## config.mk

```make
export PLATFORM = sky130hd
export DESIGN_NAME = stack_engine_with_dup_swap
export DESIGN_NICKNAME = d
export VERILOG_FILES = /design/src/sv/stk_pkg.sv /design/src/sv/stk_ram.sv /design/src/sv/stk_ctrl.sv /design/src/sv/stack_engine_with_dup_swap.sv
export VERILOG_INCLUDE_DIRS = /design/src /design/src/sv
export SDC_FILE = /design/constraint.sdc
export NUM_CORES = 1
export LEC_CHECK = 0
export ABC_AREA = 1
export CAP_MARGIN = 20
export CORE_MARGIN = 1
export CORE_UTILIZATION = 52
export DETAILED_ROUTE_END_ITERATION = 8
export DONT_BUFFER_PORTS = 1
export HOLD_SLACK_MARGIN = 0.03
export PLACE_DENSITY = 0.7
export SYNTH_ARGS = -nofsm -noshare
export SYNTH_HDL_FRONTEND = slang
export SYNTH_SLANG_ARGS = --single-unit
```

## constraint.sdc

```tcl
create_clock -name aclk -period 3.81 [get_ports aclk]
set_input_delay 0.1905 -clock aclk [delete_from_list [all_inputs] [get_ports aclk]]
set_output_delay 0.1905 -clock aclk [all_outputs]
set_load 0.03 [all_outputs]
```

## src/sv/stack_engine_with_dup_swap_macros.svh

```systemverilog
// ----------------------------------------------------------------------------
// Stack engine assertion macros
// Concurrent assertion wrappers, compiled out with NO_ASSERTIONS.
// ----------------------------------------------------------------------------
`ifndef STACK_ENGINE_WITH_DUP_SWAP_MACROS_SVH
`define STACK_ENGINE_WITH_DUP_SWAP_MACROS_SVH

`ifndef NO_ASSERTIONS

`define STK_ASSERT_NOW(label, clk, rstn, ante, cons) \
    label: assert property (@(posedge clk) disable iff (!rstn) (ante) |-> (cons)) \
        else $error("stack engine: same-cycle check failed");

`define STK_ASSERT_NEXT(label, clk, rstn, ante, cons) \
    label: assert property (@(posedge clk) disable iff (!rstn) (ante) |=> (cons)) \
        else $error("stack engine: next-cycle check failed");

`else

`define STK_ASSERT_NOW(label, clk, rstn, ante, cons)

`define STK_ASSERT_NEXT(label, clk, rstn, ante, cons)

`endif

`endif

```

## src/sv/stk_pkg.sv

```systemverilog
`timescale 1ns / 1ps
// ----------------------------------------------------------------------------
// Stack engine package
// Sizes, opcode and status codes, and the result record of the stack engine.
// ----------------------------------------------------------------------------
package stk_pkg;

    localparam int DEPTH  = 16;
    localparam int DATA_W = 32;
    localparam int ADDR_W = $clog2(DEPTH);
    localparam int CNT_W  = $clog2(DEPTH + 1);
    localparam int OP_W   = 3;
    localparam int ST_W   = 2;

    typedef enum logic [OP_W-1:0] {
        OP_PUSH  = 3'd0,
        OP_POP   = 3'd1,
        OP_TOP   = 3'd2,
        OP_DUP   = 3'd3,
        OP_SWAP  = 3'd4,
        OP_CLEAR = 3'd5,
        OP_DUMP  = 3'd6
    } opcode_t;

    typedef enum logic [ST_W-1:0] {
        ST_OK       = 2'd0,
        ST_FULL     = 2'd1,
        ST_EMPTY    = 2'd2,
        ST_NEED_TWO = 2'd3
    } status_t;

    typedef struct packed {
        logic signed [DATA_W-1:0] value;
        status_t                  status;
        logic [CNT_W-1:0]         depth;
        logic                     empty;
        logic                     full;
        logic                     has_two;
        logic                     err;
        logic                     last;
    } result_t;

endpackage

```

## src/sv/stk_ram.sv

```systemverilog
`timescale 1ns / 1ps
// ----------------------------------------------------------------------------
// Stack entry RAM
// One write port and one read port, read data registered and held between
// reads.
// ----------------------------------------------------------------------------
module stk_ram #(
    parameter int DEPTH  = 16,
    parameter int DATA_W = 32,
    parameter int ADDR_W = $clog2(DEPTH)
) (
    input  logic              aclk,
    input  logic              we,
    input  logic [ADDR_W-1:0] waddr,
    input  logic [DATA_W-1:0] wdata,
    input  logic              re,
    input  logic [ADDR_W-1:0] raddr,
    output logic [DATA_W-1:0] rdata
);

    logic [DATA_W-1:0] mem [DEPTH];

    always_ff @(posedge aclk) begin
        if (we) begin
            mem[waddr] <= wdata;
        end
    end

    always_ff @(posedge aclk) begin
        if (re) begin
            rdata <= mem[raddr];
        end
    end

endmodule

```

## src/sv/stk_ctrl.sv

```systemverilog
`timescale 1ns / 1ps
// ----------------------------------------------------------------------------
// Stack engine sequencer
// Decodes each opcode, runs the RAM read-modify-write steps, keeps the fill
// level and error latch, and holds the result register.
// ----------------------------------------------------------------------------
`include "stack_engine_with_dup_swap_macros.svh"

module stk_ctrl (
    input  logic                              aclk,
    input  logic                              aresetn,
    input  logic                              in_valid,
    output logic                              in_ready,
    input  logic [stk_pkg::OP_W-1:0]          in_opcode,
    input  logic signed [stk_pkg::DATA_W-1:0] in_value,
    output logic                              out_valid,
    input  logic                              out_ready,
    output stk_pkg::result_t                  out_res,
    output logic                              ram_we,
    output logic [stk_pkg::ADDR_W-1:0]        ram_waddr,
    output logic [stk_pkg::DATA_W-1:0]        ram_wdata,
    output logic                              ram_re,
    output logic [stk_pkg::ADDR_W-1:0]        ram_raddr,
    input  logic [stk_pkg::DATA_W-1:0]        ram_rdata
);

    typedef enum logic [2:0] {
        S_IDLE,
        S_READ,
        S_DUP,
        S_SWAP_A,
        S_SWAP_B,
        S_SWAP_C,
        S_DUMP
    } state_t;

    state_t                       state_reg, state_next;
    logic [stk_pkg::CNT_W-1:0]    fill_reg, fill_next;
    logic                         err_reg, err_next;
    logic [stk_pkg::CNT_W-1:0]    idx_reg, idx_next;
    logic [stk_pkg::DATA_W-1:0]   hold_reg, hold_next;
    logic                         pop_reg, pop_next;
    logic                         valid_reg, valid_next;
    stk_pkg::result_t             res_reg, res_next;

    logic                         out_free;
    logic                         accept;
    logic                         emit;
    logic [stk_pkg::DATA_W-1:0]   e_value;
    stk_pkg::status_t             e_status;
    logic                         e_last;
    logic [stk_pkg::CNT_W-1:0]    top_cnt;
    logic [stk_pkg::CNT_W-1:0]    second_cnt;
    logic [stk_pkg::CNT_W-1:0]    idx_inc;
    logic [stk_pkg::ADDR_W-1:0]   top_addr;
    logic [stk_pkg::ADDR_W-1:0]   second_addr;
    logic [stk_pkg::ADDR_W-1:0]   fill_addr;
    logic                         is_empty;
    logic                         is_full;
    logic                         has_two;

    assign out_free    = !valid_reg || out_ready;
    assign in_ready    = (state_reg == S_IDLE) && out_free;
    assign accept      = in_valid && in_ready;
    assign top_cnt     = fill_reg - stk_pkg::CNT_W'(1);
    assign second_cnt  = fill_reg - stk_pkg::CNT_W'(2);
    assign idx_inc     = idx_reg + stk_pkg::CNT_W'(1);
    assign top_addr    = top_cnt[stk_pkg::ADDR_W-1:0];
    assign second_addr = second_cnt[stk_pkg::ADDR_W-1:0];
    assign fill_addr   = fill_reg[stk_pkg::ADDR_W-1:0];
    assign is_empty    = (fill_reg == '0);
    assign is_full     = (fill_reg >= stk_pkg::CNT_W'(stk_pkg::DEPTH));
    assign has_two     = (fill_reg >= stk_pkg::CNT_W'(2));

    always_comb begin
        state_next = state_reg;
        fill_next  = fill_reg;
        err_next   = err_reg;
        idx_next   = idx_reg;
        hold_next  = hold_reg;
        pop_next   = pop_reg;
        ram_we     = 1'b0;
        ram_waddr  = fill_addr;
        ram_wdata  = in_value;
        ram_re     = 1'b0;
        ram_raddr  = top_addr;
        emit       = 1'b0;
        e_value    = '0;
        e_status   = stk_pkg::ST_OK;
        e_last     = 1'b1;

        unique case (state_reg)
            S_IDLE: begin
                if (accept) begin
                    unique case (in_opcode) inside
                        stk_pkg::OP_PUSH: begin
                            emit = 1'b1;
                            if (is_full) begin
                                e_status = stk_pkg::ST_FULL;
                            end else begin
                                ram_we    = 1'b1;
                                fill_next = fill_reg + stk_pkg::CNT_W'(1);
                                e_value   = in_value;
                            end
                        end
                        stk_pkg::OP_POP, stk_pkg::OP_TOP: begin
                            if (is_empty) begin
                                emit     = 1'b1;
                                err_next = 1'b1;
                                e_value  = stk_pkg::DATA_W'(1);
                                e_status = stk_pkg::ST_EMPTY;
                            end else begin
                                ram_re     = 1'b1;
                                pop_next   = (in_opcode == stk_pkg::OP_POP);
                                state_next = S_READ;
                            end
                        end
                        stk_pkg::OP_DUP: begin
                            if (is_empty) begin
                                emit     = 1'b1;
                                e_status = stk_pkg::ST_EMPTY;
                            end else if (is_full) begin
                                emit     = 1'b1;
                                e_status = stk_pkg::ST_FULL;
                            end else begin
                                ram_re     = 1'b1;
                                state_next = S_DUP;
                            end
                        end
                        stk_pkg::OP_SWAP: begin
                            if (!has_two) begin
                                emit     = 1'b1;
                                e_status = stk_pkg::ST_NEED_TWO;
                            end else begin
                                ram_re     = 1'b1;
                                state_next = S_SWAP_A;
                            end
                        end
                        stk_pkg::OP_CLEAR: begin
                            emit      = 1'b1;
                            fill_next = '0;
                            err_next  = 1'b0;
                        end
                        stk_pkg::OP_DUMP: begin
                            if (!is_empty) begin
                                ram_re     = 1'b1;
                                ram_raddr  = '0;
                                idx_next   = '0;
                                state_next = S_DUMP;
                            end
                        end
                        default: begin
                        end
                    endcase
                end
            end
            S_READ: begin
                if (out_free) begin
                    emit    = 1'b1;
                    e_value = ram_rdata;
                    if (pop_reg) begin
                        fill_next = top_cnt;
                    end
                    state_next = S_IDLE;
                end
            end
            S_DUP: begin
                if (out_free) begin
                    ram_we     = 1'b1;
                    ram_wdata  = ram_rdata;
                    fill_next  = fill_reg + stk_pkg::CNT_W'(1);
                    emit       = 1'b1;
                    e_value    = ram_rdata;
                    state_next = S_IDLE;
                end
            end
            S_SWAP_A: begin
                hold_next  = ram_rdata;
                ram_re     = 1'b1;
                ram_raddr  = second_addr;
                state_next = S_SWAP_B;
            end
            S_SWAP_B: begin
                ram_we     = 1'b1;
                ram_waddr  = top_addr;
                ram_wdata  = ram_rdata;
                state_next = S_SWAP_C;
            end
            S_SWAP_C: begin
                if (out_free) begin
                    ram_we     = 1'b1;
                    ram_waddr  = second_addr;
                    ram_wdata  = hold_reg;
                    emit       = 1'b1;
                    e_value    = ram_rdata;
                    state_next = S_IDLE;
                end
            end
            S_DUMP: begin
                if (out_free) begin
                    emit    = 1'b1;
                    e_value = ram_rdata;
                    e_last  = (idx_inc == fill_reg);
                    if (e_last) begin
                        state_next = S_IDLE;
                    end else begin
                        ram_re    = 1'b1;
                        ram_raddr = idx_inc[stk_pkg::ADDR_W-1:0];
                        idx_next  = idx_inc;
                    end
                end
            end
            default: begin
                state_next = S_IDLE;
            end
        endcase

        res_next.value   = e_value;
        res_next.status  = e_status;
        res_next.depth   = fill_next;
        res_next.empty   = (fill_next == '0);
        res_next.full    = (fill_next >= stk_pkg::CNT_W'(stk_pkg::DEPTH));
        res_next.has_two = (fill_next >= stk_pkg::CNT_W'(2));
        res_next.err     = err_next;
        res_next.last    = e_last;

        if (emit) begin
            valid_next = 1'b1;
        end else if (out_ready) begin
            valid_next = 1'b0;
        end else begin
            valid_next = valid_reg;
        end
    end

    always_ff @(posedge aclk) begin
        if (!aresetn) begin
            state_reg <= S_IDLE;
            fill_reg  <= '0;
            err_reg   <= 1'b0;
            valid_reg <= 1'b0;
        end else begin
            state_reg <= state_next;
            fill_reg  <= fill_next;
            err_reg   <= err_next;
            valid_reg <= valid_next;
        end
        idx_reg  <= idx_next;
        hold_reg <= hold_next;
        pop_reg  <= pop_next;
        if (emit) begin
            res_reg <= res_next;
        end
    end

    assign out_valid = valid_reg;
    assign out_res   = res_reg;

    `STK_ASSERT_NOW(a_fill_bound, aclk, aresetn, 1'b1, fill_reg <= stk_pkg::CNT_W'(stk_pkg::DEPTH))
    `STK_ASSERT_NOW(a_full_status, aclk, aresetn, emit && e_status == stk_pkg::ST_FULL, is_full)
    `STK_ASSERT_NOW(a_rw_apart, aclk, aresetn, ram_we && ram_re, ram_waddr != ram_raddr)
    `STK_ASSERT_NEXT(a_err_sticky, aclk, aresetn, err_reg && !(accept && in_opcode == stk_pkg::OP_CLEAR), err_reg)
    `STK_ASSERT_NOW(a_emit_room, aclk, aresetn, emit, out_free)

endmodule

```

## src/sv/stack_engine_with_dup_swap.sv

```systemverilog
// Push, clear and error cases register a result at accept; pop, top and duplicate
// wait on the RAM read; swap does two reads and two writes on the single-write-port
// entry RAM. Dump gives its first entry after the RAM read, then one per cycle
// unless the receiver stalls; the RAM read port sets that pace. The next
// transaction is taken once the sequencer is idle and the result register is free.
// Reset clears fill level, error latch and result valid; entries stay undefined.
`timescale 1ns / 1ps
// ----------------------------------------------------------------------------
// Stack engine with duplicate and swap
// Bounded LIFO of signed words driven by one opcode per transaction.
// ----------------------------------------------------------------------------
module stack_engine_with_dup_swap (
    input  logic                              aclk,
    input  logic                              aresetn,
    input  logic                              s_valid,
    output logic                              s_ready,
    input  logic [stk_pkg::OP_W-1:0]          s_opcode,
    input  logic signed [stk_pkg::DATA_W-1:0] s_push_value,
    output logic                              m_valid,
    input  logic                              m_ready,
    output logic signed [stk_pkg::DATA_W-1:0] m_result_value,
    output logic [stk_pkg::ST_W-1:0]          m_status,
    output logic [stk_pkg::CNT_W-1:0]         m_depth_count,
    output logic                              m_is_empty,
    output logic                              m_is_full,
    output logic                              m_has_two,
    output logic                              m_error_latched,
    output logic                              m_last_result
);

    stk_pkg::result_t             res;
    logic                         ram_we;
    logic [stk_pkg::ADDR_W-1:0]   ram_waddr;
    logic [stk_pkg::DATA_W-1:0]   ram_wdata;
    logic                         ram_re;
    logic [stk_pkg::ADDR_W-1:0]   ram_raddr;
    logic [stk_pkg::DATA_W-1:0]   ram_rdata;

    stk_ram #(
        .DEPTH  (stk_pkg::DEPTH),
        .DATA_W (stk_pkg::DATA_W),
        .ADDR_W (stk_pkg::ADDR_W)
    ) u_ram (
        .aclk  (aclk),
        .we    (ram_we),
        .waddr (ram_waddr),
        .wdata (ram_wdata),
        .re    (ram_re),
        .raddr (ram_raddr),
        .rdata (ram_rdata)
    );

    stk_ctrl u_ctrl (
        .aclk      (aclk),
        .aresetn   (aresetn),
        .in_valid  (s_valid),
        .in_ready  (s_ready),
        .in_opcode (s_opcode),
        .in_value  (s_push_value),
        .out_valid (m_valid),
        .out_ready (m_ready),
        .out_res   (res),
        .ram_we    (ram_we),
        .ram_waddr (ram_waddr),
        .ram_wdata (ram_wdata),
        .ram_re    (ram_re),
        .ram_raddr (ram_raddr),
        .ram_rdata (ram_rdata)
    );

    assign m_result_value  = res.value;
    assign m_status        = res.status;
    assign m_depth_count   = res.depth;
    assign m_is_empty      = res.empty;
    assign m_is_full       = res.full;
    assign m_has_two       = res.has_two;
    assign m_error_latched = res.err;
    assign m_last_result   = res.last;

endmodule

```

Yosys cells after proc, flatten, opt, wreduce, memory -nomap -nowiden
Memories as Yosys holds them, arrays and structs flattened. A register that Yosys moved wholly into a read port is not among the register bits. Index checks and enable logic that the tools add are counted.

Flip-flop bits (word level): 92. Memories: 1. Bits in writable memories: 512. Input port bits: 39.

Memories: u_ram.mem (words 16, bits a word 32, rd ports 1, clocked after Yosys merged registers in 1, wr ports 1, line stk_ram.sv:21) `logic [DATA_W-1:0] mem [DEPTH];`.

Eq/ne operators: 26. Bitwise operators: 1. Reductions and logical operators: 21. $add $sub $neg: 4. Muxes and demuxes: 74. Magnitude comparators: 4.

Operators with widths (number): $mux 32 (5); $pmux 32 s2 (2); $pmux 32 s3 (1); $mux 5 (10); $mux 3 (9); $mux 1 (24); $mux 4 (6); $pmux 5 s2 (2); $eq 3x3->1 const B (6); $pmux 3 s5 (1); $pmux 5 s3 (1); $eq 3x2->1 const B (4); $ne 3x3->1 const B (4); $pmux 3 s4 (1); $pmux 4 s3 (1); $add 5x1->5 const B (2); $ge 5x2->1 const B (2); $ge 5x5->1 const B (2); $logic_not 5->1 (2); $reduce_and 10->1 (1); $pmux 1 s3 (3); $ne 2x1->1 const B (4); $pmux 2 s4 (1); $pmux 4 s2 (1); 22 further kinds (35).

Longest topological paths before layout
Word-level depth: 8. Mapped depth: 20.

Modules after synthesis
Synthesis repeated with hierarchy kept, for this count alone.

Cells, all modules: 2770. Area, all modules: 28372.2 sq um.

By module, submodules not included: stk_ram (area each 23058.4 sq um, cells each 2121, times used 1); stk_ctrl (area each 5313.8 sq um, cells each 649, times used 1).

Worst setup path after synthesis
Ideal clock, no wire load.

Path kind: flip-flop to flip-flop. From: register u_ctrl.valid_reg (netlist: u_ctrl.out_valid). To: memory u_ram.mem[0][0], enable pin. Setup time: 0.421 ns. Stages on the path, launching flop included: 10. Setup slack: 0.385 ns. Required time: 3.389 ns. Data arrival time: 3.004 ns. Clock period less this slack: 3.425 ns. Path buffers: 1. Path through: dfxtp_1 -> inv_1 -> nor2_1 -> inv_1 -> clkbuf_1 -> o21ai_0 -> o22ai_1 -> a21oi_1 -> nand2_1 -> nor2_1.

Cells in the longest elaborated chain, start to end: 8. Elaborated cells between the ends (all ways): 11.

Ends and longest elaborated chain: start, declared (line stk_ctrl.sv:43) `logic valid_reg, valid_next;`; start signal, assigned (line stk_ctrl.sv:246) `valid_reg <= valid_next;`; $logic_not 1->1 (*) (line stk_ctrl.sv:62) `assign out_free = !valid_reg || out_ready;`; $logic_or 1x1->1 (*) (line stk_ctrl.sv:62); $logic_and 1x1->1 (line stk_ctrl.sv:63) `assign in_ready = (state_reg == S_IDLE) && out_free;`; $logic_and 1x1->1 (line stk_ctrl.sv:64) `assign accept = in_valid && in_ready;`; $mux 1 (line stk_ctrl.sv:94) `if (accept) begin`; $pmux 1 s3 (line stk_ctrl.sv:92) `unique case (state_reg)`; $mux 1 (line stk_ram.sv:24) `if (we) begin`; $mux 1 (not written as such) (line stk_ram.sv:25) `mem[waddr] <= wdata;`; end, declared (line stk_ram.sv:21).

Every way passes the cells marked *; elsewhere a longest branch is shown, timed or not.

Worst setup path in the final report
From: register u_ctrl.idx_reg[0] (netlist name). To: register u_ram.rdata[16] (read register of u_ram.mem) (data pin).

Cells in the longest elaborated chain, start to end: 5. Elaborated cells between the ends (all ways): 8.

Ends and longest elaborated chain: start, declared (line stk_ctrl.sv:40) `logic [stk_pkg::CNT_W-1:0] idx_reg, idx_next;`; start signal, assigned (line stk_ctrl.sv:248) `idx_reg <= idx_next;`; $add 5x1->5 (*) (line stk_ctrl.sv:67) `assign idx_inc = idx_reg + stk_pkg::CNT_W'(1);`; $eq 5x5->1 (line stk_ctrl.sv:203) `e_last = (idx_inc == fill_reg);`; $mux 4 / $mux 1 (equally long branches) (line stk_ctrl.sv:204) `if (e_last) begin`; $mux 4 / $mux 1 (equally long branches) (line stk_ctrl.sv:200) `if (out_free) begin`; $pmux 4 s3 / $pmux 1 s3 (equally long branches) (line stk_ctrl.sv:92); end, declared (line stk_ram.sv:18) `output logic [DATA_W-1:0] rdata`.

Marks and branches as above. A chain may end at the register's enable or synchronous reset.

==> out/metrics.yaml <==
clk_latency_ns: 0.63
syn2layout_area_growth_pct: 13.5
finalSetupViolCount: 0
crit_cells: 17
worstSetupStartpoint: "u_ctrl.idx_reg[0]$_SDFFCE_PP0P_"
finalClockSkew_ns: 0.0249
synth.area.mux_share_pct: 0
layout-drive-gt1-share_pct: 8.65
dpl.hpwl_um: 44000
synth_xor_area_share_pct: 0.154
ioPinCount: 85
cp-end-kind: "flop"
synth_seq_area_share_pct: 66.9
grt_pass1_wl_um: 116000
period_minus_slack_ns: 3.39
grt_util_met3_pct: 4.97
worstPathArrival_ns: 3.75
instances_no_fill: 3470
wl_per_cell_um: 22.1
drt_wl_total_um: 76600
timing.critical_path.buf_inv: 1
synth_area_sq_um: 28400
critical_path_class: "flop to flop"
drtAntennaViolNets: 0
die_w_um: 236
cp-endpoint: "u_ram.rdata[16]$_DFFE_PP_"
root_buffer: "clkbuf_16"
min_path_type: "input port to flop"
place.gp.congestion: 0.937
setup_tns_ns: 0
finalCritPeriodShare_pct: 88.9
synth_compound_area_share_pct: 2.98
port_buffers: 0
cts_tree: "yes"
avgSynthCellArea_sq_um: 10.7
antenna_found_initial: 1
reg2reg_to: "u_ram.rdata[16]$_DFFE_PP_"
synth_cell_types: 38
first_iter_violations: 2720
yosys.area_share.simple_pct: 20.5
drc: 0
hold_viol: 0
top_usage_layer: "met2"
critPathMaxStageDelay_ns: 0.44
crit_required_ns: 4.17
cts.sinks: 636
cpMostUsedCell: "nand2_1"
rr_worst_depth: 17
slowest_stage: "edfxtp_1"
syn-num-nets: 2701
synthCells: 2654
synth_top_family_by_area: "simple AND/OR/NAND/NOR gates"
first_global_vias: 19100
ys_ff_latch: 636
dr.pass1.iters: 8
die_y_um: 236
slew_headroom_pct: 27.8
top_register: "u_ram.mem"
dieArea_sq_um: 55600
cp_max_fo: 43
cts.path.max_buffers: 3
num_rows: 85
diodes: 0
cts_made_buffers: 60
mostFrequentLayoutCell: "edfxtp_1"
path_cells: "ha_1, nand2_1, o21ai_0, nand2_1, nand2_1, nand2_1, nand3_1, nand2_1, nand2_1, nand2_1, nand2_1, nand2_4, buf_12, nand3_1, nand3_1, nand3_1, nand2_1"
largest_register_ffs: 512
reg2reg_from: "u_ctrl.idx_reg[0]$_SDFFCE_PP0P_"
initial_core_util_pct: 52.7
drv_slew: 0
cap_violations: 0
nets: 2769
htreeDepth: 2
vias: 20100
grt_usage_pct: 27.5
grtUsageMet1_pct: 39.2
layout_setup_ws_ns: 0.424
dp_cells: 3315
drt-vias-per-instance: 5.80
tightest_slew_ns: 1.08
fillers: 4240
yosysWarnings: 0
regArea_sq_um: 19000
yosys.area_share.adder_pct: 0.352
cts_resized: 0
clk_pin_slew_worst_paths_ns: 0.07
grt_max_degree: 126
multiInputGateArea_sq_um: 7040
r2r_slack_ns: 0.42
post_cts_buffers: 0
rsz0062_at_grt: "no"
start_kind: "flop"
core_area_sq_um: 53900
place_ws_ns: 0.490
fmax_mhz: 295
met2_usage_pct: 43.7
outcome: "completed"
crit_family: "simple AND/OR/NAND/NOR gates"
grt_overflow: 0
mostFrequentLayoutCells: "626 x edfxtp_1, 605 x nand3_1, 478 x inv_1"
## cell usage after synthesis
| library cell | number | area (sq um) |
|---|---|---|
| a211oi_1 | 3 | 22.5 |
| a21o_1 | 1 | 7.51 |
| a21oi_1 | 15 | 75.1 |
| a22oi_1 | 1 | 7.51 |
| a31oi_1 | 2 | 12.5 |
| a32oi_1 | 1 | 8.76 |
| buf_1 | 11 | 41.3 |
| buf_2 | 81 | 405 |
| buf_4 | 26 | 195 |
| clkbuf_1 | 35 | 131 |
| clkinv_1 | 1 | 3.75 |
| dfxtp_1 | 10 | 200 |
| edfxtp_1 | 626 | 18800 |
| ha_1 | 8 | 100 |
| inv_1 | 478 | 1790 |
| inv_2 | 2 | 7.51 |
| nand2_1 | 451 | 1690 |
| nand2_2 | 2 | 12.5 |
| nand3_1 | 607 | 3040 |
| nand3_2 | 1 | 10.0 |
| nand3b_1 | 97 | 728 |
| nand4_1 | 5 | 31.3 |
| nor2_1 | 69 | 259 |
| nor3_1 | 6 | 30.0 |
| nor3_2 | 1 | 10.0 |
| nor3_4 | 1 | 16.3 |
| nor3b_1 | 1 | 7.51 |
| o2111ai_1 | 1 | 8.76 |
| o211ai_1 | 13 | 97.6 |
| o21a_1 | 1 | 7.51 |
| o21ai_0 | 29 | 145 |
| o21ai_1 | 1 | 5.00 |
| o221ai_1 | 23 | 201 |
| o22ai_1 | 37 | 231 |
| o31ai_1 | 1 | 7.51 |
| o41ai_1 | 1 | 8.76 |
| xnor2_1 | 2 | 17.5 |
| xor2_1 | 3 | 26.3 |
## kinds of logic after synthesis
kind of cell,Yosys count
buffers and inverters,634
AND/OR/NAND/NOR,1241
adder cells (fa/ha/maj),8
flip-flops,636
AO/OA/AOI/OAI,130
XOR/XNOR,5
## layout make-up
class,count,area share [%]
clock buffer,75,4.90
clock inverter,39,1.32
inverter,481,5.60
multi-input combinational,1384,21.8
sequential,636,58.9
tap,696,2.70
timing repair buffer,159,4.71
## timing repair
| action | CTS | global route |
|---|---|---|
| endpoints found under the setup margin | 0 | 0 |
| hold buffers | 40 | 0 |
| hold endpoints to repair | 49 | 0 |
## how the worst min path moves through the flow
| stage | startpoint | endpoint | slack (ns) | depth (start not counted) |
|---|---|---|---|---|
| 6_report | s_opcode[1] | u_ctrl.out_res[1]$_DFFE_PP_ | 0.09 | 6 |
| 5_1_grt | s_opcode[0] | u_ctrl.out_res[12]$_DFFE_PP_ | 0.1 | 3 |
| 4_1_cts | s_opcode[1] | u_ctrl.out_res[1]$_DFFE_PP_ | 0.06 | 6 |
| 3_5_place_dp | aresetn | u_ctrl.out_valid$_SDFFE_PN0P_ | 0.33 | 2 |
| 3_3_place_gp | aresetn | u_ctrl.out_valid$_SDFFE_PN0P_ | 0.33 | 2 |
| 2_1_floorplan | aresetn | u_ctrl.out_valid$_SDFFE_PN0P_ | 0.32 | 2 |
## through the flow
step           area (sq um)  util (%)  hold slack, ns
6_report              32200      59.8          0.0860
5_1_grt               32200      59.8          0.0966
4_1_cts               32200      59.8          0.0608
3_5_place_dp          29800      55.3           0.328
3_3_place_gp          29800      55.2           0.331
2_1_floorplan         28400         -           0.320
## routing by layer
layer / vias up / part of all wire [%]
met4: 0 / 2.5
met2: 1112 / 47
met1: 9717 / 40
li1: 9147 / -
met5: - / 0
met3: 151 / 10
## worst register-to-register path: stages (launching register included)
cell,delay (ns)
edfxtp_1,0.44
ha_1,0.21
nand2_1,0.09
o21ai_0,0.24
nand2_1,0.11
nand2_1,0.07
nand2_1,0.07
nand3_1,0.16
nand2_1,0.09
nand2_1,0.14
nand2_1,0.13
nand2_1,0.14
nand2_4,0.39
buf_12,0.39
nand3_1,0.12
nand3_1,0.10
nand3_1,0.10
nand2_1,0.11
Power is not shown: default switching activity piles up to over one toggle a cycle in this logic, so the estimate is an artifact.
